==> config.mk <==
export PLATFORM = sky130hd
export DESIGN_NAME = chm_mod
export DESIGN_NICKNAME = d
export VERILOG_FILES = /design/src/hw/rtl/chm_pkg.sv /design/src/hw/rtl/chm_mod.sv
export SDC_FILE = /design/constraint.sdc
export NUM_CORES = 1
export LEC_CHECK = 0
export BUFFER_PORTS_ARGS = -buffer_cell sky130_fd_sc_hd__buf_4
export CAP_MARGIN = 15
export CELL_PAD_IN_SITES_DETAIL_PLACEMENT = 0
export CELL_PAD_IN_SITES_GLOBAL_PLACEMENT = 1
export CORE_UTILIZATION = 40
export CTS_BUF_LIST = sky130_fd_sc_hd__clkbuf_16
export DETAILED_ROUTE_END_ITERATION = 12
export GPL_TIMING_DRIVEN = 0
export PLACE_DENSITY_LB_ADDON = 0.08
export SLEW_MARGIN = 10
export SYNTH_ARGS = -nofsm -noshare
export SYNTH_HDL_FRONTEND = slang
export SYNTH_SLANG_ARGS = --single-unit
==> constraint.sdc <==
create_clock -name clock -period 2.3 [get_ports clock]
set_clock_uncertainty 0.1 [all_clocks]
set_input_delay 0.115 -clock clock [delete_from_list [all_inputs] [get_ports clock]]
set_output_delay 0.115 -clock clock [all_outputs]
set_load 0.02 [all_outputs]
==> src/hw/rtl/chm_pkg.sv <==
// Shared types, codes and the key mixing function of the chained hash map engine.
// No dependencies.
`default_nettype none
package chm_pkg;
   localparam int unsigned DefTableDepth = 1024;
   localparam int unsigned CfgW = 11;
   localparam int unsigned KeyW = 32;
   localparam int unsigned ValW = 32;

   typedef enum logic [1:0] {
      OP_INSERT = 2'd0,
      OP_SEARCH = 2'd1,
      OP_REMOVE = 2'd2,
      OP_NONE   = 2'd3
   } op_type;

   typedef enum logic [2:0] {
      ST_OK       = 3'd0,
      ST_LOAD     = 3'd1,
      ST_DUP      = 3'd2,
      ST_FULL     = 3'd3,
      ST_NOTFOUND = 3'd4
   } status_type;

   typedef enum logic [0:0] {
      REG_PRIMARY = 1'b0,
      REG_USED    = 1'b1
   } reg_type;

   // start/result handshake of the remainder unit
   typedef struct packed {
      logic            start;
      logic [31:0]     dividend;
      logic [CfgW-1:0] divisor;
   } mod_req_type;

   typedef struct packed {
      logic            done;
      logic [CfgW-1:0] rem;
   } mod_rsp_type;

   function automatic logic [31:0] mix_key(input logic [31:0] k);
      logic [31:0] i;
      i = k;
      i = i + ~(i << 9);
      i = i ^ {i[13:0], i[31:14]};
      i = i + (i << 4);
      i = i ^ {i[9:0], i[31:10]};
      return i;
   endfunction
endpackage
`default_nettype wire

==> src/hw/rtl/chm_mod.sv <==
// Bit-serial remainder unit: 32-bit dividend modulo an 11-bit divisor.
// Depends on chm_pkg.
`default_nettype none
module chm_mod import chm_pkg::*; (
   input  wire logic        clock,
   input  wire logic        reset,
   input  wire mod_req_type req,
   output      mod_rsp_type rsp
);
   logic            busy_ff, busy_in;
   logic [4:0]      cnt_ff, cnt_in;
   logic [31:0]     dvd_ff, dvd_in;
   logic [CfgW:0]   rem_ff, rem_in;
   logic [CfgW-1:0] div_ff, div_in;
   logic [CfgW:0]   trial;

   always_comb begin
      trial   = {rem_ff[CfgW-1:0], dvd_ff[31]};
      busy_in = busy_ff;
      cnt_in  = cnt_ff;
      dvd_in  = dvd_ff;
      rem_in  = rem_ff;
      div_in  = div_ff;
      if (req.start) begin
         busy_in = 1'b1;
         cnt_in  = '0;
         dvd_in  = req.dividend;
         rem_in  = '0;
         div_in  = req.divisor;
      end else if (busy_ff) begin
         rem_in = (trial >= {1'b0, div_ff}) ? trial - {1'b0, div_ff} : trial;
         dvd_in = {dvd_ff[30:0], 1'b0};
         cnt_in = cnt_ff + 5'd1;
         if (cnt_ff == 5'd31) busy_in = 1'b0;
      end
   end

   assign rsp.done = busy_ff && (cnt_ff == 5'd31) && !req.start;
   assign rsp.rem  = rem_in[CfgW-1:0];

   always_ff @(posedge clock) begin
      if (reset) begin
         busy_ff <= 1'b0;
         cnt_ff  <= '0;
      end else begin
         busy_ff <= busy_in;
         cnt_ff  <= cnt_in;
      end
      dvd_ff <= dvd_in;
      rem_ff <= rem_in;
      div_ff <= div_in;
   end
endmodule
`default_nettype wire

==> results.yml <==
floorplan:
  rows: 31
  die_h_um: 89.5
  initial_core_util: 0.417
  ios: 58
  die_area_sq_um: 8000
  core_sq_um: 7330
  die_w_um: 89.5
placed_design:
  port_buffers: 57
  post-dp-hpwl_um: 4780
  dp.cells: 414
  dpl-instance-area_sq_um: 3740
  place_congestion: 0.799
synthesis:
  synth_cells: 257
  yosys.area.top_type: "edfxtp_1"
  syn_nets: 317
  ys_types: 50
  ys_warn_count: 0
  synth_edf_count: 43
  ys_seq_elements: 60
  synth-seq-area-share: 0.533
  synthFlopType: "edfxtp_1"
  synth_area_leaders: "edfxtp_1 (42%), mux2_2 (11%), dfxtp_1 (11%)"
  yosys-top-cells-count: "edfxtp_1 (43), mux2_2 (31), nor2_1 (22)"
  avgSynthCellArea_sq_um: 11.9
  async_flop_share: 0
  yosysTopAreaCellShare: 0.422
  netlist_area_sq_um: 3060
  synth.most_common_cell: "edfxtp_1"
clock_network:
  insertion_delay_ps: 330
  cts_tree: "done"
  clockBufferDepth: 2
  clk_pin_slew_ps: 60
  cts_buffers: 9
  cts_sinks: 60
  cts-root-buf: "clkbuf_16"
  cts_max_level: 3
route:
  firstDrtPassIters: 4
  vias_per_cell: 5.10
  detail_route.iter0.violations: 64
  remaining_drc_errors: 0
  wl_per_cell_um: 15.4
  vias: 2487
  drtAntennaViolNets: 0
  wl_um: 7530
setup_path:
  slowest_delay_ps: 410
  critPathLaunchType: "register"
  path_max_fanout: 4
  worstPathArrival_ps: 2660
  path_buf_inv: 2
  r2r_start: "div_ff[0]"
  end_kind: "output port"
  r2r_cells: 10
  crit_required_ps: 2090
  crit_type: "reg2out"
  rr_endpoint: "rem_ff[10]"
  r2r_slack_ps: -180
  crit_family: "compound AO/OA/AOI/OAI gates"
  slowest_stage: "edfxtp_1"
  path_cells: "ha_4 > fa_2 > nand2b_4 > a21oi_4 > buf_4 > a21boi_2 > o41ai_4 > xnor2_2 > o31ai_4 > buf_6"
outcome:
  status: "finished, violations left"
  violations: "negative setup slack"
hold_path:
  worst_hold_path_type: "in2reg"
  min_from: "req[42]"
  worstHoldEndpoint: "dvd_ff[31]"
  hold_depth: 2
power:
  finalPower_mw: 3.47
  power_density_nw_per_um2: 732
  power_leakage_nw: 1.93
  ir_worst_vdd_mv: 0.447
sta:
  period_share: 1.25
  setup_viol: 18
  hold_violations: 0
  tightest_slew_ps: 695
  report.final.slew_viol_count: 0
  slew_headroom: 0.537
  rsz0062_at_grt: "yes"
  period_minus_slack_ps: 2870
  worst_slack_ps: -574
  fmax_ghz: 0.348
flow_run:
  drv_cap: 0
finish:
  syn_to_final_growth_pct: 54.9
  final_cell_count_no_fill: 488
  fillCellCount: 589
  fin_nets: 444
  multi_input_area_sq_um: 1570
  utilization: 0.647
  regArea_sq_um: 1630
  n_antenna_cell: 0
  drive_gt1_frac: 0.409
  final_cell_area_sq_um: 4740
global_routing:
  antenna_found_initial: 0
  grt_max_degree: 23
  grtUsageTotal: 0.200
  grt_pass1_wl_um: 11600
  grt_overflow: 0
  first_global_vias: 2417
-- final cells by class --
class,count,share of cell area
inverter,21,0.0166
multi-input combinational,168,0.331
timing repair buffer,115,0.211
sequential,60,0.344
clock inverter,7,0.0140
clock buffer,9,0.0475
tap,99,0.0261
buffer,9,0.00950
-- layout by cell type, fill, tap and decap left out, types with 8 or more instances in the layout --
| cell | n |
|---|---|
| a21oi_1 | 8 |
| buf_4 | 69 |
| clkbuf_16 | 9 |
| dfxtp_1 | 17 |
| dlygate4sd3_1 | 43 |
| edfxtp_1 | 43 |
| ha_1 | 11 |
| inv_1 | 19 |
| mux2_2 | 31 |
| nor2_1 | 21 |
-- through the flow --
stage          setup slack [ps]  hold slack, ps  setup TNS (ps)
3_5_place_dp               -328             195           -3690
2_1_floorplan             -86.0            87.4            -628
4_1_cts                    -559            23.9           -5680
3_3_place_gp               -308             194           -5010
6_report                   -574            26.6           -5860
5_1_grt                    -662            23.0           -7630
-- cells by family (layout without fill, tap and decap cells) --
group	count (synthesis)	after routing	share of synthesized area
flip-flops	60	60	0.533
AND/OR/NAND/NOR	57	57	0.0912
AO/OA/AOI/OAI	54	55	0.131
multiplexers	34	34	0.124
buffers and inverters	30	161	0.0384
adder cells (fa/ha/maj)	14	14	0.0597
XOR/XNOR	8	8	0.0229
-- repair_timing --
item / CTS / global route
hold buffers: 43 / 0
setup endpoints to repair: 22 / 22
hold endpoints to repair: 48 / 0
buffers inserted: 3 / 10
pin swaps: 3 / 9
gates cloned: 1 / 1
resized for setup: 11 / 21
-- layer usage --
layer / wire (um) / track usage / vias to the layer above / part of all wire
li1: - / - / 1221 / -
met2: 3870 / 0.339 / 55 / 0.51
met4: 100 / 0.0649 / 0 / 0.013
met5: 0 / 0 / - / 0
met3: 284 / 0.0600 / 9 / 0.038
met1: 3270 / 0.244 / 1202 / 0.43
-- how the worst max path moves through the flow --
stage / from / endpoint / slack (ps) / cells after the start
final: div_ff[0] / rsp[10] / -570 / 10
after global routing: div_ff[0] / rsp[0] / -660 / 9
after CTS: div_ff[0] / rsp[0] / -560 / 9
after detailed placement: dvd_ff[31] / rsp[2] / -330 / 10
after global placement: dvd_ff[31] / rsp[3] / -310 / 10
after floorplan: dvd_ff[31] / rem_ff[3] / -90 / 9
-- flip-flops by register name, indices dropped and copies added, names as in the netlist --
| name | count |
|---|---|
| busy_ff | 1 |
| dvd_ff | 32 |
| div_ff | 11 |
| cnt_ff | 5 |
| rem_ff | 11 |
-- worst register-to-register path, delay by kind of cell, from the launching register on --
family / cells / cell delay, ps
buf+inv: 2 / 300
compound gates: 4 / 770
simple gates: 1 / 160
xor+xnor: 1 / 140
fa+ha+maj: 2 / 520
flops: 1 / 410
-- where the power goes --
group	internal, mW	leakage (nW)	switching [mW]	total (mW)
Combinational	0.410	1.22	0.416	0.826
Clock	0.831	0.137	0.491	1.32
Sequential	1.27	0.570	0.0470	1.32
Total	2.52	1.93	0.954	3.47
(Power assumes the default switching activity.)
