==> config.mk <==
export PLATFORM = sky130hd
export DESIGN_NAME = chm_ram
export DESIGN_NICKNAME = d
export VERILOG_FILES = /design/src/hw/rtl/chm_ram.sv
export SDC_FILE = /design/constraint.sdc
export NUM_CORES = 1
export LEC_CHECK = 0
export ABC_CLOCK_PERIOD_IN_PS = 2500
export BUFFER_PORTS_ARGS = -buffer_cell sky130_fd_sc_hd__buf_2
export CORE_MARGIN = 4
export CORE_UTILIZATION = 45
export DETAILED_ROUTE_END_ITERATION = 8
export REMOVE_ABC_BUFFERS = 1
export SYNTH_ARGS = -nofsm -noshare
export SYNTH_HDL_FRONTEND = slang
export SYNTH_SLANG_ARGS = --single-unit
==> constraint.sdc <==
create_clock -name clock -period 2.5 [get_ports clock]
set_clock_uncertainty 0.05 [all_clocks]
set_input_delay 0.5 -clock clock [delete_from_list [all_inputs] [get_ports clock]]
set_output_delay 0.5 -clock clock [all_outputs]
set_load 0.005 [all_outputs]
==> src/hw/rtl/chm_ram.sv <==
// Generic simple dual-port RAM, one write port, one read port, registered read.
// No dependencies.
`default_nettype none
module chm_ram #(
   parameter int unsigned WIDTH = 8,
   parameter int unsigned DEPTH = 16
) (
   input  wire logic                     clock,
   input  wire logic                     we,
   input  wire logic [$clog2(DEPTH)-1:0] waddr,
   input  wire logic [WIDTH-1:0]         wdata,
   input  wire logic [$clog2(DEPTH)-1:0] raddr,
   output      logic [WIDTH-1:0]         rdata
);
   logic [WIDTH-1:0] mem [DEPTH];

   always_ff @(posedge clock) begin
      if (we) begin
         mem[waddr] <= wdata;
      end
      rdata <= mem[raddr];
   end
endmodule
`default_nettype wire

==> results of run 1 <==
[worst max-delay path: stages]
cell and delay [ps]:
sky130_fd_sc_hd__buf_2 100, sky130_fd_sc_hd__buf_12 250, sky130_fd_sc_hd__mux4_1 580, sky130_fd_sc_hd__a22oi_1 340
sky130_fd_sc_hd__nand2_1 90
[cells in the final DEF (no fill, tap or decap), drive strengths merged]
cell      count
edfxtp      128
buf          44
mux4         32
clkbuf       20
a22oi        16
nor2         13
nand2         9
dfxtp         8
clkinv        6
nor3          4
bufinv        3
nand3b        2
nand2b        2
clkinvlp      2
nor2b         1
and2          1
and2b         1
nand3         1
or3b          1
inv           1
[per-layer routing]
metal  up-vias  global-route usage, %  part of all wire (%)
li1       1081                      -                     -
met1      1299                   22.9                    45
met2        64                   24.6                    49
met3         4                   5.21                   5.0
met4         0                   6.34                  0.87
met5         -                      0                     0
[cells by family after synthesis]
group / count (synthesis) / synth area share [%]
flip-flops: 136 / 77.8
buffers and inverters: 10 / 1.68
multiplexers: 32 / 15.0
AND/OR/NAND/NOR: 35 / 3.18
AO/OA/AOI/OAI: 16 / 2.33
[stage by stage]
stage | util [%] | cell area, um2 | hold WS, ps
2_1_floorplan | - | 5060 | 549
3_3_place_gp | 50.1 | 5530 | 604
3_5_place_dp | 50.1 | 5530 | 619
4_1_cts | 55.5 | 6130 | 410
5_1_grt | 55.5 | 6130 | 423
6_report | 55.5 | 6130 | 423
[how the worst max path moves through the flow]
stage / cells after the start / slack (ps) / end
floorplan: 2 / 460 / mem[0][0]
global placement: 5 / 450 / rdata[2]
detailed placement: 5 / 450 / rdata[5]
CTS: 5 / 890 / rdata[5]
global route: 5 / 790 / rdata[5]
finish: 5 / 860 / rdata[5]
[sequential cells by signal (all words and copies together), names as in the netlist]
name   count
mem      128
rdata      8
[area by class of cell]
type,instances,area (um2)
multi-input cells,83,1060
repair buffers,44,293
clock inverters,12,151
well taps,140,175
clock buffers,20,447
flip-flops and latches,136,4000
fillers,856,4900
[report_power, final]
part / total (uW) / internal [uW] / switching [uW] / leakage, uW
registers: 2560 / 2550 / 13.4 / 0.00122
logic: 235 / 102 / 133 / 0.000581
clock network: 2480 / 1590 / 890 / 0.000290
==> run_summary.xml, run 1 <==
<?xml version="1.0" encoding="UTF-8"?>
<metrics>
  <group name="clock_network">
    <metric name="post_cts.resized_instances" unit="">0</metric>
    <metric name="path_clk_slew" unit="ps">60</metric>
    <metric name="htree_levels" unit="">4</metric>
    <metric name="cts_made_buffers" unit="">17</metric>
    <metric name="cts_root_buf" unit="">sky130_fd_sc_hd__clkbuf_16</metric>
    <metric name="worstSkewPairLatency" unit="ps">410</metric>
    <metric name="holdBufCountCts" unit="">0</metric>
    <metric name="clkSinkCount" unit="">136</metric>
    <metric name="cts_tree" unit="">built</metric>
    <metric name="clockBufferDepth" unit="">2</metric>
    <metric name="postCtsSetupRepairBufs" unit="">0</metric>
  </group>
  <group name="critical_path">
    <metric name="worstPathMaxFanout" unit="">32</metric>
    <metric name="worst_r2r_endpoint" unit="">rdata[5]</metric>
    <metric name="worstPathArrival" unit="ps">1880</metric>
    <metric name="critPathRequiredTime" unit="ps">2740</metric>
    <metric name="critPathCaptureType" unit="">flip-flop</metric>
    <metric name="worstSetupPathType" unit="">in2reg</metric>
    <metric name="startpoint_type" unit="">primary input</metric>
    <metric name="reg2reg_slack" unit="ps">1050</metric>
    <metric name="cp-startpoint" unit="">raddr[0]</metric>
    <metric name="worst_r2r_path_depth" unit="">3</metric>
    <metric name="timing.rr.start" unit="">mem[1][5]</metric>
  </group>
  <group name="min_path">
    <metric name="hold_path_depth" unit="">1</metric>
    <metric name="worst_hold_check_path_type" unit="">in2reg</metric>
    <metric name="hold-path-endpoint" unit="">mem[6][4]</metric>
    <metric name="min_from" unit="">wdata[4]</metric>
  </group>
  <group name="placed_design">
    <metric name="dp_hpwl" unit="um">6130</metric>
    <metric name="dp_cells" unit="">403</metric>
    <metric name="gp_routability_congestion" unit="">0.684</metric>
    <metric name="io_buffers" unit="">25</metric>
    <metric name="place_ws" unit="ps">454</metric>
  </group>
  <group name="synthesis">
    <metric name="netlist_instances" unit="">229</metric>
    <metric name="post-synth-top-area-cell" unit="">sky130_fd_sc_hd__edfxtp_1</metric>
    <metric name="synth_seq_cells" unit="">136</metric>
    <metric name="ys_warn_count" unit="">0</metric>
    <metric name="synth_edf_count" unit="">128</metric>
    <metric name="synthDominantCellAreaShare" unit="%">74.7</metric>
    <metric name="most_common_cell_in_the_netlist" unit="">sky130_fd_sc_hd__edfxtp_1</metric>
    <metric name="ys_seq_area_share" unit="%">77.8</metric>
    <metric name="syn-mean-instance-area" unit="um2">22.5</metric>
    <metric name="synthTopCellsByArea" unit="">sky130_fd_sc_hd__edfxtp_1, sky130_fd_sc_hd__mux4_2, sky130_fd_sc_hd__mux4_1</metric>
    <metric name="syn_area" unit="um2">5150</metric>
    <metric name="post_synth_num_cell_types" unit="">19</metric>
    <metric name="synth_top_flop_cell" unit="">sky130_fd_sc_hd__edfxtp_1</metric>
    <metric name="async_sr_flop_fraction" unit="%">0</metric>
    <metric name="synth_commonest_cells" unit="">sky130_fd_sc_hd__edfxtp_1, sky130_fd_sc_hd__mux4_2, sky130_fd_sc_hd__a22oi_1</metric>
  </group>
  <group name="sta">
    <metric name="fin_setup_tns" unit="ps">0</metric>
    <metric name="setup_repair_after_global_routing_missed_its_margin" unit="">no</metric>
    <metric name="period_minus_slack" unit="ps">1640</metric>
    <metric name="max_slew_headroom" unit="%">58.7</metric>
    <metric name="finalMaxSlewViolations" unit="">0</metric>
    <metric name="setup_slack" unit="ps">858</metric>
    <metric name="setup_viol_count_final" unit="">0</metric>
    <metric name="worst-slew-pin-transition" unit="ps">618</metric>
    <metric name="post-route-period-util" unit="%">65.7</metric>
    <metric name="timing_hold_violations_final" unit="">0</metric>
    <metric name="clock.fmax" unit="GHz">0.609</metric>
  </group>
  <group name="routing">
    <metric name="remaining_drc_errors" unit="">0</metric>
    <metric name="drt-initial-drc-count" unit="">162</metric>
    <metric name="drt-wirelength-per-cell" unit="um">22.9</metric>
    <metric name="post_drt_via_cell_ratio" unit="">5.63</metric>
    <metric name="antenna_violating_nets_post_route" unit="">0</metric>
    <metric name="routed_wirelength" unit="um">9970</metric>
    <metric name="dr.pass1.iters" unit="">4</metric>
    <metric name="vias" unit="">2448</metric>
  </group>
  <group name="grt">
    <metric name="global_route.overflow_total" unit="">0</metric>
    <metric name="wire_length_of_the_first_global_routing_pass" unit="um">15400</metric>
    <metric name="initial_antenna_violation_count" unit="">0</metric>
    <metric name="first_global_vias" unit="">2640</metric>
    <metric name="grt_max_degree" unit="">33</metric>
    <metric name="gr-usage-all-layers" unit="%">16.5</metric>
  </group>
  <group name="finish">
    <metric name="fin_cells" unit="">435</metric>
    <metric name="num-nets-final" unit="">300</metric>
    <metric name="syn2layout_area_growth" unit="%">19.0</metric>
    <metric name="layout-drive-gt1-share" unit="%">31.5</metric>
    <metric name="antenna-diode-count" unit="">0</metric>
  </group>
  <group name="pwr">
    <metric name="vdd.ir_drop.worst" unit="mV">0.526</metric>
    <metric name="p_per_area" unit="nW/um2">862</metric>
    <metric name="power.leakage" unit="uW">0.00209</metric>
    <metric name="fin_total_pwr" unit="uW">5280</metric>
  </group>
  <group name="floorplan">
    <metric name="ios" unit="">26</metric>
    <metric name="floorplan.rows" unit="">38</metric>
    <metric name="die_area" unit="um2">13200</metric>
    <metric name="core_area" unit="um2">11000</metric>
    <metric name="fp.dieW" unit="um">115</metric>
    <metric name="initial_utilization" unit="%">46.7</metric>
    <metric name="die_h" unit="um">115</metric>
  </group>
  <group name="flow_run">
    <metric name="drv.max_cap_violation_count" unit="">0</metric>
  </group>
  <group name="status">
    <metric name="status" unit="">finished clean</metric>
  </group>
</metrics>
No activity file was read; power rests on OpenSTA's default activity.
==> run 2: changes to the inputs <==
--- a/config.mk
+++ b/config.mk
@@ -5,7 +5,7 @@
 export SDC_FILE = /design/constraint.sdc
 export NUM_CORES = 1
 export LEC_CHECK = 0
-export ABC_CLOCK_PERIOD_IN_PS = 2500
+export ABC_CLOCK_PERIOD_IN_PS = 1660
 export BUFFER_PORTS_ARGS = -buffer_cell sky130_fd_sc_hd__buf_2
 export CORE_MARGIN = 4
 export CORE_UTILIZATION = 45
==> constraint.sdc (replaced) <==
create_clock -name clock -period 1.66 [get_ports clock]
set_clock_uncertainty 0.05 [all_clocks]
set_input_delay 0.332 -clock clock [delete_from_list [all_inputs] [get_ports clock]]
set_output_delay 0.332 -clock clock [all_outputs]
set_load 0.005 [all_outputs]
==> run 2 against run 1 <==
Compared with the run above: cell count increased by 1.6%; sequential power grew 51%; core utilization is 0.079 points lower; setup slack lost 620 ps; die area stayed put; cell area decreased by 0.14%; combinational power grew 55%; register-to-register slack lost 790 ps; first-iteration DRC count shrank 6.2%; via count fell by 0.90%; critical path type unchanged; critical path depth unchanged.
==> run_summary.xml, run 2 (same netlist as run 1, synthesis figures left out) <==
<?xml version="1.0" encoding="UTF-8"?>
<metrics>
  <group name="status">
    <metric name="status" unit="">finished clean</metric>
  </group>
  <group name="routing">
    <metric name="remaining_drc_errors" unit="">0</metric>
    <metric name="dr.pass1.iters" unit="">4</metric>
    <metric name="antenna_violating_nets_post_route" unit="">0</metric>
    <metric name="drt-wirelength-per-cell" unit="um">21.7</metric>
    <metric name="routed_wirelength" unit="um">9590</metric>
    <metric name="vias" unit="">2426</metric>
    <metric name="post_drt_via_cell_ratio" unit="">5.49</metric>
    <metric name="drt-initial-drc-count" unit="">152</metric>
  </group>
  <group name="sta">
    <metric name="fin_hold_ws" unit="ps">253</metric>
    <metric name="post-route-period-util" unit="%">85.9</metric>
    <metric name="setup_repair_after_global_routing_missed_its_margin" unit="">no</metric>
    <metric name="max_slew_headroom" unit="%">50.9</metric>
    <metric name="worst-slew-pin-transition" unit="ps">733</metric>
    <metric name="clock.fmax" unit="GHz">0.702</metric>
    <metric name="setup_viol_count_final" unit="">0</metric>
    <metric name="period_minus_slack" unit="ps">1430</metric>
    <metric name="timing_hold_violations_final" unit="">0</metric>
    <metric name="fin_setup_tns" unit="ps">0</metric>
    <metric name="finalMaxSlewViolations" unit="">0</metric>
  </group>
  <group name="placed_design">
    <metric name="dp_hpwl" unit="um">6380</metric>
    <metric name="io_buffers" unit="">25</metric>
    <metric name="dp_cells" unit="">411</metric>
    <metric name="gp_routability_congestion" unit="">0.786</metric>
  </group>
  <group name="critical_path">
    <metric name="worstPathArrival" unit="ps">1660</metric>
    <metric name="worstPathMaxFanout" unit="">7</metric>
    <metric name="startpoint_type" unit="">primary input</metric>
    <metric name="critPathCaptureType" unit="">flip-flop</metric>
    <metric name="timing.critical_path.cells" unit="">buf_2, buf_4, mux4_1, a22oi_1, nand2_1</metric>
    <metric name="worstSetupPathType" unit="">in2reg</metric>
    <metric name="critPathRequiredTime" unit="ps">1900</metric>
    <metric name="crit_slowest_cell" unit="">sky130_fd_sc_hd__mux4_1</metric>
    <metric name="cp_slowest_stage_delay" unit="ps">600</metric>
    <metric name="worst_r2r_path_depth" unit="">3</metric>
  </group>
  <group name="clock_network">
    <metric name="htree_levels" unit="">4</metric>
    <metric name="cts_root_buf" unit="">sky130_fd_sc_hd__clkbuf_16</metric>
    <metric name="cts_made_buffers" unit="">17</metric>
    <metric name="clkSinkCount" unit="">136</metric>
    <metric name="cts_tree" unit="">built</metric>
    <metric name="worstSkewPairLatency" unit="ps">410</metric>
    <metric name="clockBufferDepth" unit="">2</metric>
    <metric name="holdBufCountCts" unit="">0</metric>
    <metric name="post_cts.resized_instances" unit="">0</metric>
    <metric name="path_clk_slew" unit="ps">50</metric>
    <metric name="postCtsSetupRepairBufs" unit="">0</metric>
  </group>
  <group name="finish">
    <metric name="mostFrequentLayoutCells" unit="">sky130_fd_sc_hd__edfxtp_1, sky130_fd_sc_hd__buf_2, sky130_fd_sc_hd__buf_4, sky130_fd_sc_hd__mux4_2, sky130_fd_sc_hd__clkbuf_16</metric>
    <metric name="syn2layout_area_growth" unit="%">18.9</metric>
    <metric name="largest_reg_flops" unit="">128</metric>
    <metric name="layout-drive-gt1-share" unit="%">32.8</metric>
    <metric name="num-nets-final" unit="">308</metric>
    <metric name="registers.top_by_ff_count" unit="">mem</metric>
    <metric name="commonest_non_fill_non_tap_cell_in_the_layout" unit="">sky130_fd_sc_hd__edfxtp_1</metric>
    <metric name="antenna-diode-count" unit="">0</metric>
    <metric name="fin_cells" unit="">442</metric>
    <metric name="number_of_inserted_filler_cells_in_the_final_layout" unit="">859</metric>
    <metric name="reg_top3" unit="">mem: 128 flops, rdata: 8 flops</metric>
  </group>
  <group name="pwr">
    <metric name="share_clk_of_total_power" unit="%">43.3</metric>
    <metric name="vdd.ir_drop.worst" unit="mV">0.685</metric>
    <metric name="p_per_area" unit="nW/um2">1220</metric>
    <metric name="sw_share" unit="%">20.0</metric>
    <metric name="cell_internal_power_dissipation" unit="uW">5970</metric>
    <metric name="total_switching_power" unit="uW">1490</metric>
    <metric name="seq_power_share" unit="%">51.8</metric>
    <metric name="power_frac_comb" unit="%">4.9</metric>
    <metric name="power.leakage" unit="uW">0.00211</metric>
  </group>
  <group name="grt">
    <metric name="first_global_vias" unit="">2563</metric>
    <metric name="wire_length_of_the_first_global_routing_pass" unit="um">15000</metric>
    <metric name="initial_antenna_violation_count" unit="">0</metric>
    <metric name="gr-usage-all-layers" unit="%">16.0</metric>
    <metric name="global_route.overflow_total" unit="">0</metric>
    <metric name="grt_max_degree" unit="">26</metric>
  </group>
  <group name="floorplan">
    <metric name="die_h" unit="um">115</metric>
    <metric name="floorplan.rows" unit="">38</metric>
    <metric name="fp.dieW" unit="um">115</metric>
    <metric name="initial_utilization" unit="%">46.7</metric>
    <metric name="die_area" unit="um2">13200</metric>
    <metric name="core_area" unit="um2">11000</metric>
    <metric name="ios" unit="">26</metric>
  </group>
  <group name="flow_run">
    <metric name="drv.max_cap_violation_count" unit="">0</metric>
  </group>
  <group name="min_path">
    <metric name="hold_path_depth" unit="">1</metric>
    <metric name="worst_hold_check_path_type" unit="">in2reg</metric>
  </group>
</metrics>
run 2: cell count changes in the layout (fill, tap and decap cells not counted), sizes merged:
cell / previous run / this run
clkbuf: 20 / 22
inv: 1 / 0
clkinvlp: 2 / 0
buf: 44 / 52
bufinv: 3 / 0
clkinv: 6 / 9
run 2: layer usage:
layer  up-vias  part of all wire, %  global-route usage (%)
met5         -                    0                       0
met4         0                  1.6                    6.34
met3        16                  3.6                    4.21
met2        46                   49                    24.8
met1      1272                   46                    22.0
li1       1092                    -                       -
run 2: power by group through the flow:
| stage | logic [uW] | clock network (uW) | registers [uW] |
|---|---|---|---|
| finish | 364 | 3230 | 3860 |
| global placement | 366 | 0 | 3930 |
| floorplan | 154 | 0 | 3930 |
| CTS | 371 | 3290 | 3870 |
| global route | 403 | 3480 | 3870 |
| detailed placement | 371 | 0 | 3940 |
run 2: cell type report:
cell class	count	area [um2]	area share [%]
Multi-Input combinational cell	83	1060	17.3
Clock buffer	22	464	7.59
Timing Repair Buffer	52	365	5.97
Sequential cell	136	4000	65.4
Tap cell	140	175	2.86
Clock inverter	9	52.6	0.859
run 2: critical path, delay by kind of cell:
family / cells / cell delay, ps
multiplexers: 1 / 600
buffers and inverters: 2 / 400
AO/OA/AOI/OAI: 1 / 240
AND/OR/NAND/NOR: 1 / 100
run 2: final timing paths:
kind,start,slack (ps),endpoint
worst max-delay path,raddr[0],230,rdata[2]
worst max register to register,mem[5][2],260,rdata[2]
worst min register to register,mem[11][5],620,rdata[5]
worst min-delay path,wdata[1],250,mem[4][1]
run 2: stage by stage:
step	instance area [um2]	util, %	total power [uW]	setup WS (ps)
final	6120	55.5	7460	235
after global routing	6120	55.5	7750	149
after CTS	6120	55.5	7520	225
after detailed placement	5600	50.8	4310	-207
after global placement	5600	50.8	4300	-213
after floorplan	5060	-	4080	-215
